===== config.mk =====
export PLATFORM = sky130hd
export DESIGN_NAME = color_result_saturate_stage
export DESIGN_NICKNAME = d
export VERILOG_FILES = /design/src/hdl/crss_pkg.sv /design/src/hdl/color_result_saturate_stage.sv /design/src/hdl/crss_lane.sv
export SDC_FILE = /design/constraint.sdc
export NUM_CORES = 1
export LEC_CHECK = 0
export BUFFER_PORTS_ARGS = -buffer_cell sky130_fd_sc_hd__buf_4
export CORE_UTILIZATION = 48
export CTS_BUF_LIST = sky130_fd_sc_hd__clkbuf_16
export DETAILED_ROUTE_END_ITERATION = 6
export PLACE_DENSITY = 0.76
export SYNTH_ARGS = -nofsm -noshare
export SYNTH_HDL_FRONTEND = slang
export SYNTH_HIERARCHICAL = 1
export SYNTH_SLANG_ARGS = --single-unit

===== constraint.sdc =====
create_clock -name i_clk -period 14.85 [get_ports i_clk]
set_input_delay 2.97 -clock i_clk [delete_from_list [all_inputs] [get_ports i_clk]]
set_output_delay 2.97 -clock i_clk [all_outputs]
set_load 0.05 [all_outputs]

===== src/hdl/crss_pkg.sv =====
// shared types and constants for the color result saturate stage
`default_nettype none

package crss_pkg;

    localparam int VALUE_W = 48;
    localparam int MAC_W   = 32;
    localparam int IR_W    = 16;
    localparam int CHAN_W  = 8;
    localparam int CODE_W  = 8;
    localparam int WORD_W  = 32;
    localparam int FLAGS_W = 12;
    localparam int NUM_CH  = 3;
    localparam int COLOR_SHIFT = 4;

    // overflow beyond signed 44 bits looks at bits 47..43
    localparam int MAC_LIMIT_BIT = 43;
    // ir range is signed 16 bits, so bits 47..15 decide
    localparam int IR_LIMIT_BIT  = 15;

    localparam logic signed [IR_W-1:0] IR_MAX     = 16'sh7FFF;
    localparam logic signed [IR_W-1:0] IR_MIN     = -16'sh8000;
    localparam logic signed [IR_W-1:0] IR_MIN_ZERO = 16'sh0000;
    localparam logic [CHAN_W-1:0]      CHAN_MAX   = 8'hFF;
    localparam logic [CHAN_W-1:0]      CHAN_MIN   = 8'h00;

    typedef struct packed {
        logic signed [VALUE_W-1:0] value_x;
        logic signed [VALUE_W-1:0] value_y;
        logic signed [VALUE_W-1:0] value_z;
        logic                      clamp_at_zero;
        logic [CODE_W-1:0]         code_byte;
    } t_in_word;

    typedef struct packed {
        logic signed [MAC_W-1:0] mac_one;
        logic signed [MAC_W-1:0] mac_two;
        logic signed [MAC_W-1:0] mac_three;
        logic signed [IR_W-1:0]  ir_one;
        logic signed [IR_W-1:0]  ir_two;
        logic signed [IR_W-1:0]  ir_three;
        logic [WORD_W-1:0]       newest_color;
        logic [WORD_W-1:0]       middle_color;
        logic [WORD_W-1:0]       oldest_color;
        logic [FLAGS_W-1:0]      raised_flags;
    } t_out_word;

    // per component result from one saturation lane
    typedef struct packed {
        logic signed [MAC_W-1:0] mac;
        logic signed [IR_W-1:0]  ir;
        logic [CHAN_W-1:0]       chan;
        logic                    mac_pos_ovf;
        logic                    mac_neg_ovf;
        logic                    ir_clamp;
        logic                    chan_clamp;
    } t_lane_result;

endpackage

`default_nettype wire


===== src/hdl/color_result_saturate_stage.sv =====
// top level of the color result saturate stage
`default_nettype none

// Two-register pipeline: an input word is captured in the input register, the
// three saturation lanes and the color fifo shift run between it and the
// result register, so one word is taken every cycle while the output side is
// ready. The result word moves from the input register into the result
// register and is held there until the output side takes it. A stalled
// result holds the result register and a full input register; the input
// register still takes a word while it is empty, or while the result register
// is full but about to drain. The three-entry color fifo shifts when a word
// moves into the result register, so fifo order follows input order. The fifo
// is all zero after reset.
module color_result_saturate_stage (
    input  wire logic               i_clk,
    input  wire logic               i_rst_n,
    input  wire logic               i_in_valid,
    output logic                    o_in_ready,
    input  wire crss_pkg::t_in_word i_in_word,
    output logic                    o_out_valid,
    input  wire logic               i_out_ready,
    output crss_pkg::t_out_word     o_out_word
);

    // input register
    logic                 r_in_valid;
    crss_pkg::t_in_word   r_in;

    // result register
    logic                 r_out_valid;
    crss_pkg::t_out_word  r_out;
    crss_pkg::t_out_word  n_out;

    // color fifo: 0 newest, 2 oldest
    logic [crss_pkg::WORD_W-1:0] r_fifo [crss_pkg::NUM_CH];

    crss_pkg::t_lane_result w_lane_x;
    crss_pkg::t_lane_result w_lane_y;
    crss_pkg::t_lane_result w_lane_z;

    logic w_out_free;   // result register can take a word this cycle
    logic w_load;       // input register moves into result register
    logic w_in_take;    // input handshake

    assign w_out_free  = !r_out_valid || i_out_ready;
    assign w_load      = r_in_valid && w_out_free;
    assign o_in_ready  = !r_in_valid || w_out_free;
    assign w_in_take   = i_in_valid && o_in_ready;
    assign o_out_valid = r_out_valid;
    assign o_out_word  = r_out;

    crss_lane u_lane_x (
        .i_value         (r_in.value_x),
        .i_clamp_at_zero (r_in.clamp_at_zero),
        .o_result        (w_lane_x)
    );

    crss_lane u_lane_y (
        .i_value         (r_in.value_y),
        .i_clamp_at_zero (r_in.clamp_at_zero),
        .o_result        (w_lane_y)
    );

    crss_lane u_lane_z (
        .i_value         (r_in.value_z),
        .i_clamp_at_zero (r_in.clamp_at_zero),
        .o_result        (w_lane_z)
    );

    // assemble the result word, fifo shown after the shift
    always_comb begin
        n_out.mac_one      = w_lane_x.mac;
        n_out.mac_two      = w_lane_y.mac;
        n_out.mac_three    = w_lane_z.mac;
        n_out.ir_one       = w_lane_x.ir;
        n_out.ir_two       = w_lane_y.ir;
        n_out.ir_three     = w_lane_z.ir;
        n_out.newest_color = {r_in.code_byte, w_lane_z.chan, w_lane_y.chan, w_lane_x.chan};
        n_out.middle_color = r_fifo[0];
        n_out.oldest_color = r_fifo[1];
        n_out.raised_flags = {
            w_lane_z.chan_clamp,  w_lane_y.chan_clamp,  w_lane_x.chan_clamp,
            w_lane_z.ir_clamp,    w_lane_y.ir_clamp,    w_lane_x.ir_clamp,
            w_lane_z.mac_neg_ovf, w_lane_y.mac_neg_ovf, w_lane_x.mac_neg_ovf,
            w_lane_z.mac_pos_ovf, w_lane_y.mac_pos_ovf, w_lane_x.mac_pos_ovf
        };
    end

    // valid bits
    always_ff @(posedge i_clk) begin
        if (!i_rst_n) begin
            r_in_valid  <= 1'b0;
            r_out_valid <= 1'b0;
        end else begin
            if (o_in_ready) begin
                r_in_valid <= i_in_valid;
            end
            if (w_out_free) begin
                r_out_valid <= r_in_valid;
            end
        end
    end

    // payload registers, no reset needed
    always_ff @(posedge i_clk) begin
        if (w_in_take) begin
            r_in <= i_in_word;
        end
        if (w_load) begin
            r_out <= n_out;
        end
    end

    // color fifo is state, cleared by reset
    always_ff @(posedge i_clk) begin
        if (!i_rst_n) begin
            r_fifo[0] <= '0;
            r_fifo[1] <= '0;
            r_fifo[2] <= '0;
        end else if (w_load) begin
            r_fifo[0] <= n_out.newest_color;
            r_fifo[1] <= r_fifo[0];
            r_fifo[2] <= r_fifo[1];
        end
    end

    // a held result always shows the current fifo contents
    a_fifo_matches_out: assert property (@(posedge i_clk) disable iff (!i_rst_n)
        r_out_valid |-> (r_out.newest_color == r_fifo[0] &&
                         r_out.middle_color == r_fifo[1] &&
                         r_out.oldest_color == r_fifo[2]))
        else $error("result word and color fifo disagree");

    // the fifo shift pushes the previous newest word into the middle slot
    a_fifo_shift: assert property (@(posedge i_clk) disable iff (!i_rst_n)
        w_load |=> (r_fifo[1] == $past(r_fifo[0]) && r_fifo[2] == $past(r_fifo[1])))
        else $error("color fifo did not shift by one entry");

    // a component cannot overflow both ways at once
    a_ovf_exclusive: assert property (@(posedge i_clk) disable iff (!i_rst_n)
        r_out_valid |-> ((r_out.raised_flags[2:0] & r_out.raised_flags[5:3]) == 3'b000))
        else $error("positive and negative overflow flagged together");

    // input side only stalls behind a full input register and a stalled result
    a_ready_stall: assert property (@(posedge i_clk) disable iff (!i_rst_n)
        !o_in_ready |-> (r_in_valid && r_out_valid && !i_out_ready))
        else $error("input stalled without a full pipeline");

endmodule

`default_nettype wire


===== src/hdl/crss_lane.sv =====
// saturation lane for one accumulator component
`default_nettype none

module crss_lane (
    input  wire logic signed [crss_pkg::VALUE_W-1:0] i_value,
    input  wire logic                                i_clamp_at_zero,
    output crss_pkg::t_lane_result                   o_result
);

    localparam int VW = crss_pkg::VALUE_W;

    logic       w_neg;
    logic       w_mac_hi_any;
    logic       w_mac_hi_all;
    logic       w_ir_hi_any;
    logic       w_ir_hi_all;
    logic [crss_pkg::MAC_W-1:0] w_mac;

    assign w_neg        = i_value[VW-1];
    assign w_mac_hi_any = |i_value[VW-2:crss_pkg::MAC_LIMIT_BIT];
    assign w_mac_hi_all = &i_value[VW-2:crss_pkg::MAC_LIMIT_BIT];
    assign w_ir_hi_any  = |i_value[VW-2:crss_pkg::IR_LIMIT_BIT];
    assign w_ir_hi_all  = &i_value[VW-2:crss_pkg::IR_LIMIT_BIT];
    assign w_mac        = i_value[crss_pkg::MAC_W-1:0];

    always_comb begin
        o_result.mac         = w_mac;
        o_result.mac_pos_ovf = !w_neg && w_mac_hi_any;
        o_result.mac_neg_ovf = w_neg && !w_mac_hi_all;

        // ir clamp works on the full value
        if (!w_neg && w_ir_hi_any) begin
            o_result.ir       = crss_pkg::IR_MAX;
            o_result.ir_clamp = 1'b1;
        end else if (w_neg && i_clamp_at_zero) begin
            o_result.ir       = crss_pkg::IR_MIN_ZERO;
            o_result.ir_clamp = 1'b1;
        end else if (w_neg && !w_ir_hi_all) begin
            o_result.ir       = crss_pkg::IR_MIN;
            o_result.ir_clamp = 1'b1;
        end else begin
            o_result.ir       = i_value[crss_pkg::IR_W-1:0];
            o_result.ir_clamp = 1'b0;
        end

        // color channel from the truncated mac, shifted down
        if (w_mac[crss_pkg::MAC_W-1]) begin
            o_result.chan       = crss_pkg::CHAN_MIN;
            o_result.chan_clamp = 1'b1;
        end else if (|w_mac[crss_pkg::MAC_W-2:crss_pkg::COLOR_SHIFT+crss_pkg::CHAN_W]) begin
            o_result.chan       = crss_pkg::CHAN_MAX;
            o_result.chan_clamp = 1'b1;
        end else begin
            o_result.chan       =
                w_mac[crss_pkg::COLOR_SHIFT+crss_pkg::CHAN_W-1:crss_pkg::COLOR_SHIFT];
            o_result.chan_clamp = 1'b0;
        end
    end

endmodule

`default_nettype wire

# == After elaboration in Yosys (flattened, before gate mapping) ==
# Memory sizes are Yosys's and may differ from the RTL's.
# Index checks and enable logic that the tools add are counted.
# totals
wordCells,103
ramBits,96
mem_count,1
input_bits,157
ff_bits,407
out_inout_bits,254
# memory_table
memory,depth,word_bits,rd,rd_clocked_by_memory_dff,wr,line,text
r_fifo,3,32,2,0,3,color_result_saturate_stage.sv:35,logic [crss_pkg::WORD_W-1:0] r_fifo [crss_pkg::NUM_CH];
# classes
n_bitwise,3
n_mux,25
n_reduce_logical,48
# ops
operator,count
2-to-1 mux 32 bit,3
AND reduction 32 bit,3
OR reduction 32 bit,3
OR reduction 19 bit,3
2-to-1 mux 16 bit,3
2-to-1 mux 8 bit,6
2-to-1 mux 15 bit,3
logical AND 1 bit,17
AND reduction 4 bit,3
OR reduction 4 bit,3
zero test 1 bit,11
2-to-1 mux 1 bit,10
OR reduction 2 bit,3
bitwise OR 1 bit,3
logical OR 1 bit,2

# == Logic depth before layout (Yosys ltp) ==
# Gate-level depths: netlist of the first run.
# depth
word_depth,7
depth_mapped,6
ltp_nobuf,5

# == Hierarchy ==
# The synthesis of the first run kept the hierarchy.
# by_module_without_submodules
module,n_inst,area_per_inst_um2,seq_area_each_um2,cells_per_inst
color_result_saturate_stage,1,14879.3,14123.5,561
crss_lane,3,780.7,0.0,116

# == Least setup slack after synthesis of the first run ==
# OpenSTA, ideal clock, no wires.
# synth_timing
path_kind,input to register
start,in i_out_ready
end,"reg r_in, in the netlist n_out[100], enable pin"
t_required_ns,13.949
t_arrival_ns,14.278
path_buffers,2
setup_ns,0.901
slack_ns,-0.329
cell_stages,4
path_cell_list,nor2b_4 -> buf_6 -> buf_6 -> a21boi_0
# synth_via
elab_chain_cells,3
# synth_lines
item,line,text
"start, declared",color_result_saturate_stage.sv:21,"input wire logic i_out_ready,"
logical OR 1 bit,color_result_saturate_stage.sv:45,assign w_out_free = !r_out_valid || i_out_ready;
logical OR 1 bit,color_result_saturate_stage.sv:47,assign o_in_ready = !r_in_valid || w_out_free;
logical AND 1 bit,color_result_saturate_stage.sv:48,assign w_in_take = i_in_valid && o_in_ready;
via w_in_take,color_result_saturate_stage.sv:43,logic w_in_take;
"end signal, assigned",color_result_saturate_stage.sv:107,r_in <= i_in_word;
"end, declared",color_result_saturate_stage.sv:27,crss_pkg::t_in_word r_in;
# The timed path passes the listed nets, and every way through them passes these cells.
# A chain may end at the register's enable or synchronous reset.

# == Worst setup path after layout of the first run ==
# layout_timing
start,in i_out_ready
end,out o_in_ready
# layout_via
elab_chain_cells,2
# layout_lines
item,line,text
logical OR 1 bit,color_result_saturate_stage.sv:45,
logical OR 1 bit,color_result_saturate_stage.sv:47,
"end, declared",color_result_saturate_stage.sv:18,"output logic o_in_ready,"
# Every way passes these cells.

==> impl_metrics.yaml, run 1 <==
yosys:
  avgSynthCellArea_um2: 18.9
  yosysWarnings: 6
  ys_seq_elements: 471
  synthCells: 909
  synth_nets: 1066
  ys_types: 29
  synth_area_um2: 17200
  synth-seq-area-share_pct: 82.0
final_layout:
  fill_cells: 2528
  finalInstanceArea_um2: 21500
  area_growth_pct: 24.9
  fin_nets: 1400
  final_common_cell: "edfxtp_1"
  antenna_cells: 0
  layout-drive-gt1-share_pct: 40.7
  final_cell_mix: "edfxtp_1, buf_4, nor4_1, clkbuf_16, nor3b_1"
status:
  status: "finished, final reports clean"
clock_network:
  cts.repair.resized: 0
  cts-buffers-inserted: 46
  cts.sinks: 471
  htree_levels: 2
  clock_tree.root_cell: "clkbuf_16"
  hold_buffers: 0
  cts_setup_buffers: 0
  clock_latency_ns: 0.56
  cts_tree: "built"
  clkTransAtPathRegs_ns: 0.06
  cts_max_path_buffers: 3
global_routing:
  antenna_found_initial: 1
  grt_pass1_wl_um: 52900
  grt_max_degree: 80
  grt_pass1_vias: 9093
  grt_util_all_layers_pct: 19.4
  grt_overflow: 0
detailed_routing:
  vias_per_cell: 5.28
  first_pass_iters: 5
  vias: 9179
  wl_per_cell_um: 21.1
  drt_wl_total_um: 36700
  remaining_drc_errors: 0
  final_antenna_net_count: 0
  drt_iter0_markers: 715
timing:
  fin_setup_tns_ns: 0
  rsz0062_at_grt: "false"
  fin_skew_ns: 0.0203
  fin_crit_ns: 7.17
  max_slew_margin_pct: 28.2
  min_period_over_period_pct: 48.3
  worst_slew_pin_slew_ns: 1.08
  hold_viol: 0
  fmax_ghz: 0.139
  drv_slew: 0
  layout_setup_ws_ns: 7.68
  setup_viol: 0
pwr:
  ir_drop_uv: 114
  power_mw: 2.99
  leakagePower_nw: 7.79
  power.density_nw_per_um2: 139
setup_path:
  r2r-end: "o_out_word[178]"
  regToRegStartpoint: "o_out_valid"
  start_kind: "input pin"
  required_ns: 11.88
  crit_arrival_ns: 4.20
  critPathCaptureType: "output pin"
  reg2reg_slack_ns: 11.08
  reg2regPathDepth: 5
  cp_max_fo: 68
  path_class: "input pin to output pin"
place:
  routabilityCongestion: 0.847
  place_area_um2: 20000
  numPortBuffers: 410
  place_ws_ns: 7.65
  hpwl_um: 24600
run:
  maxCapViolCount: 0
min_path:
  hold_path_depth: 0
  hp-class: "flip-flop to flip-flop"
  min_to: "o_out_word[15]"
  min_from: "r_fifo[0][35]"
floorplanning:
  fp.dieH_um: 191
  start_util_pct: 48.7
  fp-row-count: 69
  fp.dieW_um: 191
  core_area_um2: 35400
  dieArea_um2: 36600
  io-pin-count: 411
==> layout make-up <==
| class | count | area, µm² | share of cell area, % |
|---|---|---|---|
| well taps | 461 | 577 | 2.68 |
| repair buffers | 418 | 3140 | 14.6 |
| clock buffers | 49 | 1230 | 5.70 |
| clock inverters | 34 | 263 | 1.22 |
| inverters | 25 | 93.8 | 0.436 |
| multi-input cells | 281 | 2090 | 9.71 |
| flip-flops and latches | 471 | 14100 | 65.7 |
==> power breakdown <==
group	switching, mW	internal (mW)
sequential	0.0407	1.55
combinational	0.181	0.0778
clock	0.475	0.663
total	0.696	2.29
==> flip-flops by register name, indices dropped and copies added, names as in the netlist <==
signal / flops
o_out_word: 252
r_in: 145
r_fifo: 64
n_out: 8
o_out_valid: 1
r_in_valid: 1
==> how the worst max path moves through the flow <==
stage                            from             to  slack (ns)  cells after the start
after floorplan           i_out_ready  o_out_word[0]        0.13                      5
after global placement    i_out_ready     o_in_ready        7.66                      5
after detailed placement  i_out_ready     o_in_ready        7.65                      5
after CTS                 i_out_ready     o_in_ready        7.65                      5
after global routing      i_out_ready     o_in_ready        7.56                      5
final                     i_out_ready     o_in_ready        7.68                      5
==> kinds of logic (layout without fill, tap and decap cells) <==
| family | Yosys count | in the layout | synth area share [%] |
|---|---|---|---|
| flops | 471 | 471 | 82.0 |
| buf+inv | 157 | 526 | 6.05 |
| simple gates | 205 | 205 | 8.72 |
| compound gates | 76 | 76 | 3.22 |
==> cells in the mapped netlist <==
| library cell | count | share of area (%) |
|---|---|---|
| dfxtp_1 | 2 | 0.23 |
| and2_1 | 3 | 0.11 |
| a21boi_0 | 2 | 0.087 |
| nand3_1 | 3 | 0.087 |
| nor4_1 | 72 | 2.6 |
| and2b_2 | 3 | 0.15 |
| buf_6 | 11 | 0.72 |
| o21ai_1 | 1 | 0.029 |
| nand2b_1 | 4 | 0.15 |
| o2bb2ai_1 | 45 | 2.3 |
| nand4b_1 | 3 | 0.15 |
| nor4_4 | 3 | 0.37 |
| nor3b_2 | 17 | 1.2 |
| nor2b_4 | 1 | 0.080 |
| a21oi_1 | 27 | 0.78 |
| nor3b_1 | 47 | 2.0 |
| nor3_2 | 3 | 0.17 |
| nor2_1 | 4 | 0.087 |
| o21ai_0 | 1 | 0.029 |
| buf_2 | 5 | 0.15 |
| nand2_1 | 12 | 0.26 |
| or4_4 | 3 | 0.20 |
| clkbuf_1 | 19 | 0.41 |
| nand4_1 | 21 | 0.76 |
| or3_2 | 3 | 0.13 |
| or3_1 | 3 | 0.11 |
| edfxtp_1 | 469 | 82 |
| inv_1 | 25 | 0.54 |
| buf_4 | 97 | 4.2 |
==> stage by stage <==
stage	util (%)	instances	hold slack, ns
6_report	60.8	1739	0.411
5_1_grt	60.8	1739	0.420
4_1_cts	60.8	1739	0.418
3_5_place_dp	56.6	1656	0.405
3_3_place_gp	56.6	1656	0.402
2_1_floorplan	-	909	0.400
==> routing by layer <==
| layer | share of wire (%) | vias up | GRT usage, % |
|---|---|---|---|
| li1 | - | 4183 | - |
| met1 | 39 | 4478 | 24.1 |
| met4 | 3.1 | 0 | 7.08 |
| met5 | 0 | - | 0 |
| met2 | 50 | 440 | 32.6 |
| met3 | 8.6 | 78 | 5.20 |
==> critical path: stages <==
cell	delay (ns)
buf_4	0.12
nor2b_4	0.10
buf_4	0.68
nand2_1	0.11
buf_4	0.22
(Power assumes the default switching activity.)
==> run 2, diff against run 1 <==
--- a/config.mk
+++ b/config.mk
@@ -6,10 +6,10 @@
 export NUM_CORES = 1
 export LEC_CHECK = 0
 export BUFFER_PORTS_ARGS = -buffer_cell sky130_fd_sc_hd__buf_4
-export CORE_UTILIZATION = 48
+export CORE_UTILIZATION = 50
 export CTS_BUF_LIST = sky130_fd_sc_hd__clkbuf_16
 export DETAILED_ROUTE_END_ITERATION = 6
-export PLACE_DENSITY = 0.76
+export PLACE_DENSITY = 0.75
 export SYNTH_ARGS = -nofsm -noshare
 export SYNTH_HDL_FRONTEND = slang
 export SYNTH_HIERARCHICAL = 1
==> constraint.sdc (replaced) <==
create_clock -name i_clk -period 6.6 [get_ports i_clk]
set_input_delay 1.32 -clock i_clk [delete_from_list [all_inputs] [get_ports i_clk]]
set_output_delay 1.32 -clock i_clk [all_outputs]
set_load 0.05 [all_outputs]
==> impl_metrics.yaml, run 2 (synthesis results as in run 1) <==
timing:
  hold_viol: 0
  setup_viol: 0
  fmax_ghz: 0.255
  drv_slew: 0
  fin_crit_ns: 3.92
  fin_setup_tns_ns: 0
  fin_skew_ns: 0.0122
  rsz0062_at_grt: "false"
  min_period_over_period_pct: 59.4
  layout_setup_ws_ns: 2.68
  max_slew_margin_pct: 23.4
  worst_slew_pin_slew_ns: 1.15
floorplanning:
  start_util_pct: 51.1
  core_area_um2: 33700
  fp.dieW_um: 188
  fp.dieH_um: 188
  dieArea_um2: 35200
  io-pin-count: 411
  fp-row-count: 67
clock_network:
  cts_max_path_buffers: 3
  cts.repair.resized: 0
  clock_tree.root_cell: "clkbuf_16"
  clkTransAtPathRegs_ns: 0.06
  cts-buffers-inserted: 46
  hold_buffers: 0
  cts_setup_buffers: 0
  htree_levels: 2
  cts_tree: "built"
  cts.sinks: 471
  clock_latency_ns: 0.53
global_routing:
  grt_overflow: 0
  grt_max_degree: 154
  grt_util_all_layers_pct: 20.7
  antenna_found_initial: 0
  grt_pass1_vias: 9438
  grt_pass1_wl_um: 55200
pwr:
  power_mw: 6.76
  p_switching_mw: 1.57
  sw_frac_of_total_pct: 23.2
  ir_drop_uv: 229
  pwr-share-comb_pct: 8.7
  power.density_nw_per_um2: 314
  power.internal_mw: 5.20
  leakagePower_nw: 7.81
  p_clk_share_pct: 38.4
  seq_power_share_pct: 53.0
setup_path:
  required_ns: 5.28
  start_kind: "input pin"
  path_class: "input pin to output pin"
  crit_arrival_ns: 2.60
  reg2regPathDepth: 5
  cp_max_fo: 68
  critPathCaptureType: "output pin"
final_layout:
  largest_reg_flops: 252
  area_growth_pct: 25.1
  fin_nets: 1398
  final_common_cell: "edfxtp_1"
  fill_cells: 2357
  final_cell_mix: "edfxtp_1, buf_4, nor4_1, nor3b_1, clkbuf_16"
  layout-drive-gt1-share_pct: 40.8
  antenna_cells: 0
  finalInstanceArea_um2: 21500
detailed_routing:
  wl_per_cell_um: 21.4
  drt_iter0_markers: 768
  drt_wl_total_um: 37000
  remaining_drc_errors: 0
  vias_per_cell: 5.37
  first_pass_iters: 5
  final_antenna_net_count: 0
  vias: 9271
run:
  maxCapViolCount: 0
place:
  place_area_um2: 20000
  hpwl_um: 24700
  numPortBuffers: 410
  place_ws_ns: 2.66
  routabilityCongestion: 0.836
min_path:
  hp-class: "flip-flop to flip-flop"
  hold_path_depth: 0
status:
  status: "finished, final reports clean"
run 2: metrics by stage:
step	hold WS (ns)	instances	util (%)
global placement	0.400	1641	59.4
global route	0.421	1726	63.9
floorplan	0.400	909	-
detailed placement	0.405	1641	59.4
CTS	0.419	1726	63.9
finish	0.417	1726	63.9
run 2: path summary, 6_finish.rpt:
check | from | end | slack, ns
max | i_out_ready | o_in_ready | 2.68
min | r_fifo[0][48] | o_out_word[28] | 0.42
max reg2reg | o_out_valid | o_out_word[123] | 3.82
min reg2reg | r_fifo[0][48] | o_out_word[28] | 0.42
run 2: cell type report:
cell class | count | area, µm² | share of cell area, %
clock buffers | 47 | 1180 | 5.46
clock inverters | 38 | 338 | 1.57
inverters | 25 | 93.8 | 0.436
multi-input cells | 281 | 2090 | 9.69
flip-flops and latches | 471 | 14100 | 65.6
well taps | 448 | 561 | 2.60
repair buffers | 416 | 3160 | 14.7
run 2: power by group through the flow:
| stage | Combinational, mW | Clock, mW | Sequential [mW] |
|---|---|---|---|
| 2_1_floorplan | 0.145 | 0 | 3.88 |
| 3_3_place_gp | 0.583 | 0 | 3.64 |
| 3_5_place_dp | 0.590 | 0 | 3.64 |
| 4_1_cts | 0.591 | 2.65 | 3.58 |
| 5_1_grt | 0.610 | 2.77 | 3.60 |
| 6_report | 0.586 | 2.60 | 3.58 |
run 2: worst max-delay path, stage by stage:
cell and delay (ns):
buf_4 0.12, nor2b_4 0.09, buf_4 0.68, nand2_1 0.14, buf_4 0.23
run 2: per-layer routing:
layer,wire length (µm),GRT usage (%),share of wire [%],vias up
li1,-,-,-,4180
met1,13800,25.4,37,4587
met2,18800,35.1,51,428
met3,3170,5.43,8.6,76
met4,1300,7.97,3.5,0
met5,0,0,0,-
==> run 3, diff against run 2 <==
==> constraint.sdc (replaced) <==
create_clock -name i_clk -period 3.7 [get_ports i_clk]
set_input_delay 0.74 -clock i_clk [delete_from_list [all_inputs] [get_ports i_clk]]
set_output_delay 0.74 -clock i_clk [all_outputs]
set_load 0.05 [all_outputs]
==> impl_metrics.yaml, run 3 (synthesis results as in run 1) <==
setup_path:
  required_ns: 3.95
  crit_buf_inv: 0
  r2r-end: "o_out_word[7]"
  reg2reg_slack_ns: 1.03
  slowest_delay_ns: 0.85
  crit_slowest_cell: "nor4_4"
  reg2regPathDepth: 4
  regToRegStartpoint: "r_in[8]"
  cp_max_fo: 16
  path_cells: "nand4b_1 > or4_4 > nor4_4 > a21oi_1"
  crit_arrival_ns: 2.92
  critPathCaptureType: "flip-flop"
  start_kind: "flip-flop"
  path_class: "flip-flop to flip-flop"
  cp_top_family: "simple AND/OR/NAND/NOR gates"
clock_network:
  clkTransAtPathRegs_ns: 0.06
  cts_tree: "built"
  cts-buffers-inserted: 46
  clock_tree.root_cell: "clkbuf_16"
  cts_max_path_buffers: 3
  cts_setup_buffers: 0
  hold_buffers: 0
  clock_latency_ns: 0.54
  htree_levels: 2
  cts.repair.resized: 0
  cts.sinks: 471
detailed_routing:
  vias_per_cell: 5.32
  drt_wl_total_um: 36600
  vias: 9201
  final_antenna_net_count: 0
  drt_iter0_markers: 582
  remaining_drc_errors: 0
  first_pass_iters: 5
  wl_per_cell_um: 21.2
floorplanning:
  start_util_pct: 51.1
  fp.dieW_um: 188
  fp-row-count: 67
  dieArea_um2: 35200
  fp.dieH_um: 188
  core_area_um2: 33700
  io-pin-count: 411
timing:
  fin_skew_ns: 0.0138
  setup_viol: 0
  rsz0062_at_grt: "false"
  min_period_over_period_pct: 72.1
  max_slew_margin_pct: 35.6
  fin_setup_tns_ns: 0
  fin_crit_ns: 2.67
  fmax_ghz: 0.375
  drv_slew: 0
  fin_hold_ws_ns: 0.373
  hold_viol: 0
  worst_slew_pin_slew_ns: 0.959
  layout_setup_ws_ns: 1.03
min_path:
  min_to: "r_in[100]"
  hold_path_depth: 1
  min_from: "i_in_word[100]"
  hp-class: "input pin to flip-flop"
global_routing:
  grt_pass1_wl_um: 53900
  grt_util_all_layers_pct: 20.4
  antenna_found_initial: 0
  grt_max_degree: 114
  grt_pass1_vias: 9249
  grt_overflow: 0
final_layout:
  final_common_cell: "edfxtp_1"
  area_growth_pct: 25.0
  layout-drive-gt1-share_pct: 41.0
  antenna_cells: 0
  largest_reg_flops: 252
  fin_nets: 1402
  final_cell_mix: "edfxtp_1, buf_4, nor4_1, clkbuf_16, nor3b_1"
pwr:
  leakagePower_nw: 7.80
  power.density_nw_per_um2: 551
  ir_drop_uv: 393
place:
  place_ws_ns: 1.06
  routabilityCongestion: 0.841
  hpwl_um: 24900
  numPortBuffers: 410
status:
  status: "finished, final reports clean"
run:
  maxCapViolCount: 0
run 3: changes by cell type in the layout (fill, tap and decap cells not counted):
cell,change
inv_1,-1
clkinv_2,+1
clkinv_4,+3
inv_6,-1
clkbuf_16,+2
clkinvlp_4,-1
buf_4,+3
bufinv_16,-4
buf_12,+1
run 3: layout make-up:
class	count	area [µm²]
timing repair buffer	420	3200
multi-input combinational	281	2090
tap	448	561
clock buffer	49	1230
fill	2344	12200
inverter	25	93.8
clock inverter	35	229
sequential	471	14100
run 3: through the flow:
| stage | cells | util, % | power, mW | area, µm² |
|---|---|---|---|---|
| final | 1729 | 63.9 | 11.9 | 21500 |
| after global routing | 1729 | 63.9 | 12.2 | 21500 |
| after CTS | 1729 | 63.9 | 12.0 | 21500 |
| after detailed placement | 1645 | 59.6 | 7.56 | 20100 |
| after global placement | 1645 | 59.6 | 7.54 | 20100 |
| after floorplan | 909 | - | 7.18 | 17200 |
run 3: how the worst max path moves through the flow:
stage,endpoint,slack (ns),from,cells after the start
finish,o_out_word[7],1.03,r_in[8],4
detailed placement,o_out_word[7],1.06,r_in[8],4
floorplan,o_out_word[0],-1.57,i_out_ready,5
CTS,o_out_word[7],1.05,r_in[8],4
global route,r_fifo[0][15],0.91,r_in[74],5
global placement,o_out_word[7],1.09,r_in[8],4
run 3: metal layers:
metal | vias to the layer above | GRT usage (%) | wire length (µm)
li1 | 4187 | - | -
met2 | 474 | 34.6 | 18400
met3 | 77 | 6.23 | 3440
met5 | - | 0 | 0
met1 | 4463 | 24.5 | 13700
met4 | 0 | 7.38 | 1140
run 3: power by group:
part           total, mW  switching, mW  leakage, nW  internal [mW]
Clock               4.43           1.89        0.747           2.53
Combinational       1.05          0.730         2.49          0.321
Sequential          6.39          0.165         4.56           6.22
Total               11.9           2.79         7.80           9.08
run 3: worst register-to-register path, stage by stage, from the launching register on:
cell	delay, ns
edfxtp_1	0.57
nand4b_1	0.26
or4_4	0.55
nor4_4	0.85
a21oi_1	0.16
